File: src/sv/pct_pkg.sv
package pct_pkg;

  localparam int COUNTER_WIDTH  = 24;
  localparam int PRESCALE_WIDTH = 8;
  localparam int DATA_WIDTH     = 32;

  localparam logic [1:0] FUNC_TICK  = 2'd0;
  localparam logic [1:0] FUNC_READ  = 2'd1;
  localparam logic [1:0] FUNC_WRITE = 2'd2;

  localparam logic [1:0] REG_CTRL    = 2'd0;
  localparam logic [1:0] REG_COMPARE = 2'd1;
  localparam logic [1:0] REG_STATUS  = 2'd2;
  localparam logic [1:0] REG_COUNT   = 2'd3;

  localparam logic [1:0] MODE_ONESHOT    = 2'd0;
  localparam logic [1:0] MODE_PERIODIC   = 2'd1;
  localparam logic [1:0] MODE_TOGGLE     = 2'd2;
  localparam logic [1:0] MODE_CONTINUOUS = 2'd3;

  localparam int CTRL_EN_BIT   = 30;
  localparam int CTRL_IE_BIT   = 29;
  localparam int CTRL_MODE_LSB = 27;
  localparam int CTRL_ACT_BIT  = 25;
  localparam int STAT_FLAG_BIT = 0;

  typedef struct packed {
    logic [1:0]            func;
    logic [1:0]            reg_index;
    logic [DATA_WIDTH-1:0] write_data;
  } pct_req_t;

  typedef struct packed {
    logic [DATA_WIDTH-1:0] read_data;
    logic                  interrupt;
    logic                  toggle_level;
  } pct_rsp_t;

endpackage

File: src/sv/pct_if.sv
interface pct_req_if;
  import pct_pkg::*;
  logic                  valid;
  logic                  ready;
  logic [1:0]            func;
  logic [1:0]            reg_index;
  logic [DATA_WIDTH-1:0] write_data;

  modport source (output valid, output func, output reg_index, output write_data,
                  input ready);
  modport sink (input valid, input func, input reg_index, input write_data,
                output ready);
endinterface

interface pct_rsp_if;
  import pct_pkg::*;
  logic                  valid;
  logic                  ready;
  logic [DATA_WIDTH-1:0] read_data;
  logic                  interrupt;
  logic                  toggle_level;

  modport source (output valid, output read_data, output interrupt, output toggle_level,
                  input ready);
  modport sink (input valid, input read_data, input interrupt, input toggle_level,
                output ready);
endinterface

File: src/sv/pct_core.sv
module pct_core
  import pct_pkg::*;
(
  input  logic     clk,
  input  logic     rst_n,
  input  logic     step,
  input  pct_req_t req,
  output pct_rsp_t rsp
);

  logic                      en_r, en_nxt;
  logic                      ie_r, ie_nxt;
  logic [1:0]                mode_r, mode_nxt;
  logic [PRESCALE_WIDTH-1:0] psc_val_r, psc_val_nxt;
  logic [PRESCALE_WIDTH-1:0] psc_cnt_r, psc_cnt_nxt;
  logic [COUNTER_WIDTH-1:0]  cmp_r, cmp_nxt;
  logic [COUNTER_WIDTH-1:0]  cnt_r, cnt_nxt;
  logic                      flag_r, flag_nxt;
  logic                      tgl_r, tgl_nxt;
  logic [COUNTER_WIDTH-1:0]  cnt_inc;
  logic [DATA_WIDTH-1:0]     rd;

  assign cnt_inc = cnt_r + COUNTER_WIDTH'(1);

  always_comb begin
    en_nxt      = en_r;
    ie_nxt      = ie_r;
    mode_nxt    = mode_r;
    psc_val_nxt = psc_val_r;
    psc_cnt_nxt = psc_cnt_r;
    cmp_nxt     = cmp_r;
    cnt_nxt     = cnt_r;
    flag_nxt    = flag_r;
    tgl_nxt     = tgl_r;
    case (req.func)
      FUNC_TICK: begin
        if (en_r) begin
          if (psc_cnt_r < psc_val_r) begin
            psc_cnt_nxt = psc_cnt_r + PRESCALE_WIDTH'(1);
          end else begin
            psc_cnt_nxt = '0;
            cnt_nxt     = cnt_inc;
            if (cnt_inc == cmp_r) begin
              flag_nxt = 1'b1;
              case (mode_r)
                MODE_ONESHOT: begin
                  en_nxt  = 1'b0;
                  cnt_nxt = '0;
                end
                MODE_PERIODIC: begin
                  cnt_nxt = '0;
                end
                MODE_TOGGLE: begin
                  cnt_nxt = '0;
                  tgl_nxt = ~tgl_r;
                end
                default: begin
                  cnt_nxt = cnt_inc;
                end
              endcase
            end
          end
        end
      end
      FUNC_WRITE: begin
        case (req.reg_index)
          REG_CTRL: begin
            en_nxt      = req.write_data[CTRL_EN_BIT];
            ie_nxt      = req.write_data[CTRL_IE_BIT];
            mode_nxt    = req.write_data[CTRL_MODE_LSB +: 2];
            psc_val_nxt = req.write_data[PRESCALE_WIDTH-1:0];
          end
          REG_COMPARE: cmp_nxt = req.write_data[COUNTER_WIDTH-1:0];
          REG_STATUS: begin
            if (req.write_data[STAT_FLAG_BIT]) begin
              flag_nxt = 1'b0;
            end
          end
          default: cnt_nxt = req.write_data[COUNTER_WIDTH-1:0];
        endcase
      end
      default: begin
      end
    endcase
  end

  always_comb begin
    rd = '0;
    if (req.func == FUNC_READ) begin
      case (req.reg_index)
        REG_CTRL: begin
          rd[CTRL_EN_BIT]                = en_r;
          rd[CTRL_ACT_BIT]               = en_r;
          rd[CTRL_IE_BIT]                = ie_r;
          rd[CTRL_MODE_LSB +: 2]         = mode_r;
          rd[PRESCALE_WIDTH-1:0]         = psc_val_r;
        end
        REG_COMPARE: rd = DATA_WIDTH'(cmp_r);
        REG_STATUS:  rd[STAT_FLAG_BIT] = flag_r;
        default:     rd = DATA_WIDTH'(cnt_r);
      endcase
    end
  end

  assign rsp.read_data    = rd;
  assign rsp.interrupt    = flag_nxt & ie_nxt;
  assign rsp.toggle_level = tgl_nxt;

  always_ff @(posedge clk) begin
    if (!rst_n) begin
      en_r      <= 1'b0;
      ie_r      <= 1'b0;
      mode_r    <= MODE_ONESHOT;
      psc_val_r <= '0;
      psc_cnt_r <= '0;
      cmp_r     <= '0;
      cnt_r     <= '0;
      flag_r    <= 1'b0;
      tgl_r     <= 1'b0;
    end else if (step) begin
      en_r      <= en_nxt;
      ie_r      <= ie_nxt;
      mode_r    <= mode_nxt;
      psc_val_r <= psc_val_nxt;
      psc_cnt_r <= psc_cnt_nxt;
      cmp_r     <= cmp_nxt;
      cnt_r     <= cnt_nxt;
      flag_r    <= flag_nxt;
      tgl_r     <= tgl_nxt;
    end
  end

endmodule

File: src/sv/prescaled_compare_timer.sv
// Prescaled compare-match timer. Each request is a tick, a register read, a
// register write or a no-op (function code 3); every request yields one
// response carrying read data (zero for all but reads), the interrupt line and
// the toggle level after the request. One request is taken per cycle while the
// receiver takes each response. An accepted request loads the request register;
// when it advances, the timer state updates and the response register loads,
// and the response is offered from there. While a response waits for the
// receiver, the request register holds one more request and the input stalls.
module prescaled_compare_timer
  import pct_pkg::*;
(
  input  logic clk,
  input  logic rst_n,
  pct_req_if.sink   in_req,
  pct_rsp_if.source out_rsp
);

  logic     req_valid_r;
  pct_req_t req_r;
  logic     rsp_valid_r;
  pct_rsp_t rsp_r;
  pct_rsp_t rsp_nxt;
  logic     advance;

  assign advance      = req_valid_r & (~rsp_valid_r | out_rsp.ready);
  assign in_req.ready = ~req_valid_r | advance;

  pct_core u_core (
    .clk   (clk),
    .rst_n (rst_n),
    .step  (advance),
    .req   (req_r),
    .rsp   (rsp_nxt)
  );

  always_ff @(posedge clk) begin
    if (!rst_n) begin
      req_valid_r <= 1'b0;
    end else if (in_req.ready) begin
      req_valid_r <= in_req.valid;
    end
  end

  always_ff @(posedge clk) begin
    if (in_req.valid && in_req.ready) begin
      req_r.func       <= in_req.func;
      req_r.reg_index  <= in_req.reg_index;
      req_r.write_data <= in_req.write_data;
    end
  end

  always_ff @(posedge clk) begin
    if (!rst_n) begin
      rsp_valid_r <= 1'b0;
    end else if (advance) begin
      rsp_valid_r <= 1'b1;
    end else if (out_rsp.ready) begin
      rsp_valid_r <= 1'b0;
    end
  end

  always_ff @(posedge clk) begin
    if (advance) begin
      rsp_r <= rsp_nxt;
    end
  end

  assign out_rsp.valid        = rsp_valid_r;
  assign out_rsp.read_data    = rsp_r.read_data;
  assign out_rsp.interrupt    = rsp_r.interrupt;
  assign out_rsp.toggle_level = rsp_r.toggle_level;

endmodule
File: src/flat_wrapper.sv
// flat-port wrapper written by rule: the top's interface ports become plain ports
module prescaled_compare_timer_flat import pct_pkg::*;
  (clk, rst_n, in_req_valid, in_req_func, in_req_reg_index, in_req_write_data, in_req_ready, out_rsp_valid, out_rsp_read_data, out_rsp_interrupt, out_rsp_toggle_level, out_rsp_ready);
  pct_req_if in_req_i ();
  pct_rsp_if out_rsp_i ();
  input  logic clk;
  input  logic rst_n;
  input wire logic [$bits(in_req_i.valid)-1:0] in_req_valid;
  input wire logic [$bits(in_req_i.func)-1:0] in_req_func;
  input wire logic [$bits(in_req_i.reg_index)-1:0] in_req_reg_index;
  input wire logic [$bits(in_req_i.write_data)-1:0] in_req_write_data;
  output wire logic [$bits(in_req_i.ready)-1:0] in_req_ready;
  output wire logic [$bits(out_rsp_i.valid)-1:0] out_rsp_valid;
  output wire logic [$bits(out_rsp_i.read_data)-1:0] out_rsp_read_data;
  output wire logic [$bits(out_rsp_i.interrupt)-1:0] out_rsp_interrupt;
  output wire logic [$bits(out_rsp_i.toggle_level)-1:0] out_rsp_toggle_level;
  input wire logic [$bits(out_rsp_i.ready)-1:0] out_rsp_ready;
  assign in_req_i.valid = in_req_valid;
  assign in_req_i.func = in_req_func;
  assign in_req_i.reg_index = in_req_reg_index;
  assign in_req_i.write_data = in_req_write_data;
  assign in_req_ready = in_req_i.ready;
  assign out_rsp_valid = out_rsp_i.valid;
  assign out_rsp_read_data = out_rsp_i.read_data;
  assign out_rsp_interrupt = out_rsp_i.interrupt;
  assign out_rsp_toggle_level = out_rsp_i.toggle_level;
  assign out_rsp_i.ready = out_rsp_ready;
  prescaled_compare_timer u_core (.clk(clk), .rst_n(rst_n), .in_req(in_req_i), .out_rsp(out_rsp_i));
endmodule
File: config.mk
export PLATFORM = sky130hd
export DESIGN_NAME = prescaled_compare_timer_flat
export DESIGN_NICKNAME = d
export VERILOG_FILES = /design/src/sv/pct_pkg.sv /design/src/sv/pct_if.sv /design/src/sv/pct_core.sv /design/src/sv/prescaled_compare_timer.sv /design/src/flat_wrapper.sv
export SDC_FILE = /design/constraint.sdc
export NUM_CORES = 1
export LEC_CHECK = 0
export BUFFER_PORTS_ARGS = -buffer_cell sky130_fd_sc_hd__clkbuf_2
export CORE_ASPECT_RATIO = 1.2
export CORE_MARGIN = 2
export CORE_UTILIZATION = 40
export DETAILED_ROUTE_END_ITERATION = 7
export HOLD_SLACK_MARGIN = 0.02
export PLACE_DENSITY = 0.72
export SLEW_MARGIN = 10
export SYNTH_ARGS = -nofsm -noshare
export SYNTH_HDL_FRONTEND = slang
export SYNTH_HIERARCHICAL = 1
export SYNTH_SLANG_ARGS = --single-unit
File: constraint.sdc
create_clock -name clk -period 3.74 [get_ports clk]
set_input_delay 0.561 -clock clk [delete_from_list [all_inputs] [get_ports clk]]
set_output_delay 0.561 -clock clk [all_outputs]
set_load 0.01 [all_outputs]
* After elaboration in Yosys (flattened, before gate mapping)
Index checks and enable logic that the tools add are counted.
** Cells by class
- $add $sub $neg :: 2
- Equal/unequal tests :: 11
- Mux-type cells :: 31
- Bitwise operators :: 7
- $lt $le $gt $ge :: 1
- Reductions and logical operators :: 15
** Operators with widths (count)
- 24-bit two-way mux :: 5
- 24-bit case mux with 2 select lines :: 1
- 16-bit case mux with 2 select lines :: 1
- 24-bit by 1-bit adder with 24-bit output, second input constant :: 1
- 24-bit equality test :: 1
- 7-bit case mux with 3 select lines :: 1
- 1-bit two-way mux :: 19
- 3-bit AND reduction :: 4
- 8-bit by 1-bit adder with 8-bit output, second input constant :: 1
- 8-bit < comparator :: 1
- 8-bit two-way mux :: 1
- 2-bit inequality test, second input constant :: 4
- 2-bit by 1-bit equality test with 1-bit output, second input constant :: 3
- 2-bit equality test, second input constant :: 3
- 2-bit logical NOT :: 3
- 3-bit OR reduction :: 2
- 5-bit AND reduction :: 1
- 1-bit case mux with 2 select lines :: 2
- 2-bit nonzero test :: 2
- 1-bit inverter :: 3
- 1-bit case mux with 3 select lines :: 1
- 1-bit AND :: 2
- 1-bit bitwise OR :: 2
- 2-bit AND reduction :: 1
- 2 further kinds :: 2
** Storage, ports and cells
- Bits in registers :: 141
- Bits of input ports :: 40

* Logic depth before layout (Yosys ltp)
- Depth in word-level cells :: 7
- Mapped depth :: 12
- Depth with buffers taken out :: 10

* Cells and area by module
The synthesis kept the hierarchy.
** Modules (own cells, without submodules)
- pct_core :: area each 4793.3 um^2, times used 1, cells an instance 630
- prescaled_compare_timer :: area each 2205.9 um^2, times used 1, cells an instance 79

* Worst setup path after synthesis
No wires, ideal clock.
- Kind :: input -> register
- Start :: input out_rsp_ready
- End :: register u_core.u_core.cnt_r[23]
- Slack :: -0.004 ns
- Data required time :: 3.618 ns
- Setup time :: 0.122 ns
- Arrival :: 3.622 ns
- Stages :: 8
- Buffers on the path :: 1
- Cell sequence :: nor2b_4 nor2b_1 nand2_1 o21ai_1 nor2_1 a21oi_4 buf_6 o22ai_1
** Between the ends
- Longest elaborated chain between the ends :: 3
** Ends and longest elaborated chain
- from (decl) :: line flat_wrapper.sv:17 : input wire logic [$bits(out_rsp_i.ready)-1:0] out_rsp_ready;
- 1-bit bitwise OR :: line prescaled_compare_timer.sv:25 : assign advance = req_valid_r & (~rsp_valid_r | out_rsp.ready);
- 1-bit AND :: line prescaled_compare_timer.sv:25
- net u_core.advance :: line prescaled_compare_timer.sv:23 : logic advance;
- 5-bit AND reduction (no line)
- to (signal assigned) :: line pct_core.sv:127 : cnt_r <= cnt_nxt;
- to (decl) :: line pct_core.sv:17 : logic [COUNTER_WIDTH-1:0] cnt_r, cnt_nxt;
The timed path passes the listed nets, and every way through them passes these cells.
A chain may end at the register's enable or synchronous reset.

* Worst setup path in the final report
- Start :: register u_core.u_core.cnt_r[1]
- End :: register u_core.u_core.cnt_r[3]
** Between the ends
- Longest elaborated chain between the ends :: 6
- Elaborated cells on any way between the ends :: 7
- Those cells by class :: add/sub: 1; eq/ne: 1; mux: 5
** Ends and longest elaborated chain
- 24-bit by 1-bit adder with 24-bit output * :: line pct_core.sv:23 : assign cnt_inc = cnt_r + COUNTER_WIDTH'(1);
- 24-bit equality test or 24-bit two-way mux (tied branches) :: line pct_core.sv:43, pct_core.sv:45
- 24-bit two-way mux * :: line pct_core.sv:43 : if (cnt_inc == cmp_r) begin
- 24-bit two-way mux * :: line pct_core.sv:38 : if (psc_cnt_r < psc_val_r) begin
- 24-bit two-way mux * :: line pct_core.sv:37 : if (en_r) begin
- 24-bit case mux with 2 select lines * :: line pct_core.sv:35 : case (req.func)
Mark *: on every way between the ends. The rest lies on a longest branch, timed or not. The select of a mux whose other input is x is not followed.

==> metrics.csv <==
stage,metric,value,unit
run_status,status,"complete, no violations",
cts,cts-root-buf,clkbuf_16,
layout,fill_cells,1551,
routing,ant_nets,0,
sta,hold_viol,0,
setup_path,critical_path_required,4050,ps
sta,fin_skew,6.76,ps
routing,drc,0,
cts,cts_tree,built,
global_routing,grt_first_pass_wirelength,26000,µm
setup_path,crit_type,reg -> reg,
sta,setup_tns,0,ps
power_and_ir_drop,p_per_area,441,mW/mm²
routing,routedWlPerCell,16.2,µm
routing,drt_iter0_markers,400,
setup_path,cp-start-kind,register,
die,initial_core_util,40.8,%
layout,drive_above_1_share,18.7,%
die,rows,52,
global_routing,gr-total-overflow,0,
die,die_x,124,µm
sta,tightest_slew,1160,ps
cts,cts.sinks,138,
die,ios,76,
sta,rsz0062_at_grt,no,
cts,insertion_delay,430,ps
routing,vias,5295,
routing,vias_per_cell,5.37,
cts,clock_path_buffers,2,
setup_path,crit_path_end_kind,register,
sta,maxSlewHeadroom,22.7,%
placed_design,globalplace.congestion,0.928,
cts,postCtsResizedCells,0,
die,core,0.0169,mm²
die,design.die.area,0.0183,mm²
synth,yosysWarnings,6,
sta,fin_crit,3470,ps
sta,fin_crit_sh,92.8,%
placed_design,port_buffers,71,
layout,antenna_cells,0,
layout,area_growth_syn_to_layout,15.6,%
sta,slew_viol_final,0,
layout,fin_nets,806,
cts,clkTransAtPathRegs,60,ps
routing,routed_wl,16000,µm
cts,hold_buffers,0,
setup_path,path_max_fanout,11,
hold_path,min_path_type,in -> reg,
synth,synth_area,0.00688,mm²
cts,htree_levels,4,
placed_design,dp_hpwl,11200,µm
cts,cts_buffers,17,
power_and_ir_drop,totalPowerFinal,0.00350,W
synth,avgSynthCellArea,9.76,µm²
sta,hold_ws,304,ps
routing,drt_pass1_iterations,6,
setup_path,crit_arrival,3780,ps
global_routing,grt_pass1_vias,5166,
flow_run,cap_viol_max_count,0,
sta,finalSetupViolations,0,
cts,post-cts-setup-buffer-count,0,
sta,fmax,0.288,GHz
power_and_ir_drop,ir_worst_vdd,0.000327,V
global_routing,grt_max_degree,37,
die,dieHeight,148,µm
synth,synth_cells,705,
global_routing,antenna_found_initial,0,
global_routing,grt_util_all_layers,18.5,%
power_and_ir_drop,p_leak,2.88,nW
report_power, final:
part	internal, W	switching [W]	total, W
logic	0.0000626	0.000101	0.000163
registers	0.00162	0.0000299	0.00165
clock network	0.00106	0.000627	0.00169
total	0.00275	0.000758	0.00350
flip-flops by register name, indices dropped and copies added, names as in the netlist, 2 cells and up:
signal and cells:
u_core/u_core/psc_cnt_r 8, u_core/u_core/mode_r 2, u_core/req_r 32, u_core/u_core/cnt_r 24
u_core/out_rsp.read_data 32, u_core/u_core/cmp_r 24, u_core/u_core/psc_val_r 8
area by class of cell:
cell class / instances / area (µm²) / share of cell area [%]
Clock inverter: 12 / 148 / 1.86
Sequential cell: 138 / 3420 / 43.1
Clock buffer: 20 / 447 / 5.62
Tap cell: 216 / 270 / 3.40
Timing Repair Buffer: 87 / 475 / 5.98
Inverter: 15 / 56.3 / 0.708
Multi-Input combinational cell: 498 / 3130 / 39.4
path summary, 6_finish.rpt:
path / startpoint / endpoint / slack, ps / cells past startpoint
worst min-delay path: in_req_write_data[4] / u_core/req_r[4] / 300 / 1
worst min register to register: u_core/u_core/psc_val_r[6] / u_core/u_core/psc_val_r[6] / 480 / 2
worst max-delay path: u_core/u_core/cnt_r[1] / u_core/u_core/cnt_r[3] / 270 / 11
worst max register to register: u_core/u_core/cnt_r[1] / u_core/u_core/cnt_r[3] / 270 / 11
per-layer routing:
layer | up-vias | wire, µm | global-route usage (%) | part of all wire (%)
li1 | 2628 | - | - | -
met1 | 2515 | 6760 | 22.1 | 42
met2 | 125 | 8070 | 31.3 | 51
met3 | 27 | 714 | 4.48 | 4.5
met4 | 0 | 413 | 7.90 | 2.6
met5 | - | 0 | 0 | 0
stage by stage:
step	utilization, %	area [µm²]	setup WS [ps]	cells
floorplan	-	6890	818	707
CTS	47.2	7950	308	986
finish	47.2	7950	271	986
global placement	43.7	7360	376	954
global route	47.2	7950	39.8	986
detailed placement	43.7	7360	332	954
critical path, stage by stage (launching register included):
cell	delay (ps)
dfxtp_1	430
ha_1	300
nand3_1	400
or3_1	530
xnor2_1	150
a2111oi_2	240
o2111a_1	280
nand3_1	80
o21a_2	260
a21oi_4	350
buf_4	230
o22ai_1	70
cells in the final DEF (no fill, tap or decap), types with 4 or more instances in the layout:
master	instances
a21boi_0	38
a21oi_1	34
a22oi_1	9
and3_1	10
buf_4	16
clkbuf_16	17
clkbuf_2	71
dfxtp_1	72
edfxtp_1	66
ha_1	9
inv_1	15
mux2_2	7
mux2i_1	18
nand2_1	106
nand2b_1	5
nand3_1	16
nand4_1	14
nor2_1	43
nor3_1	27
nor4_1	7
o21ai_0	24
o21ai_1	4
o22ai_1	23
or3_1	4
xnor2_1	22
xor2_1	15
Note: power is estimated with default switching activity, not from simulation.
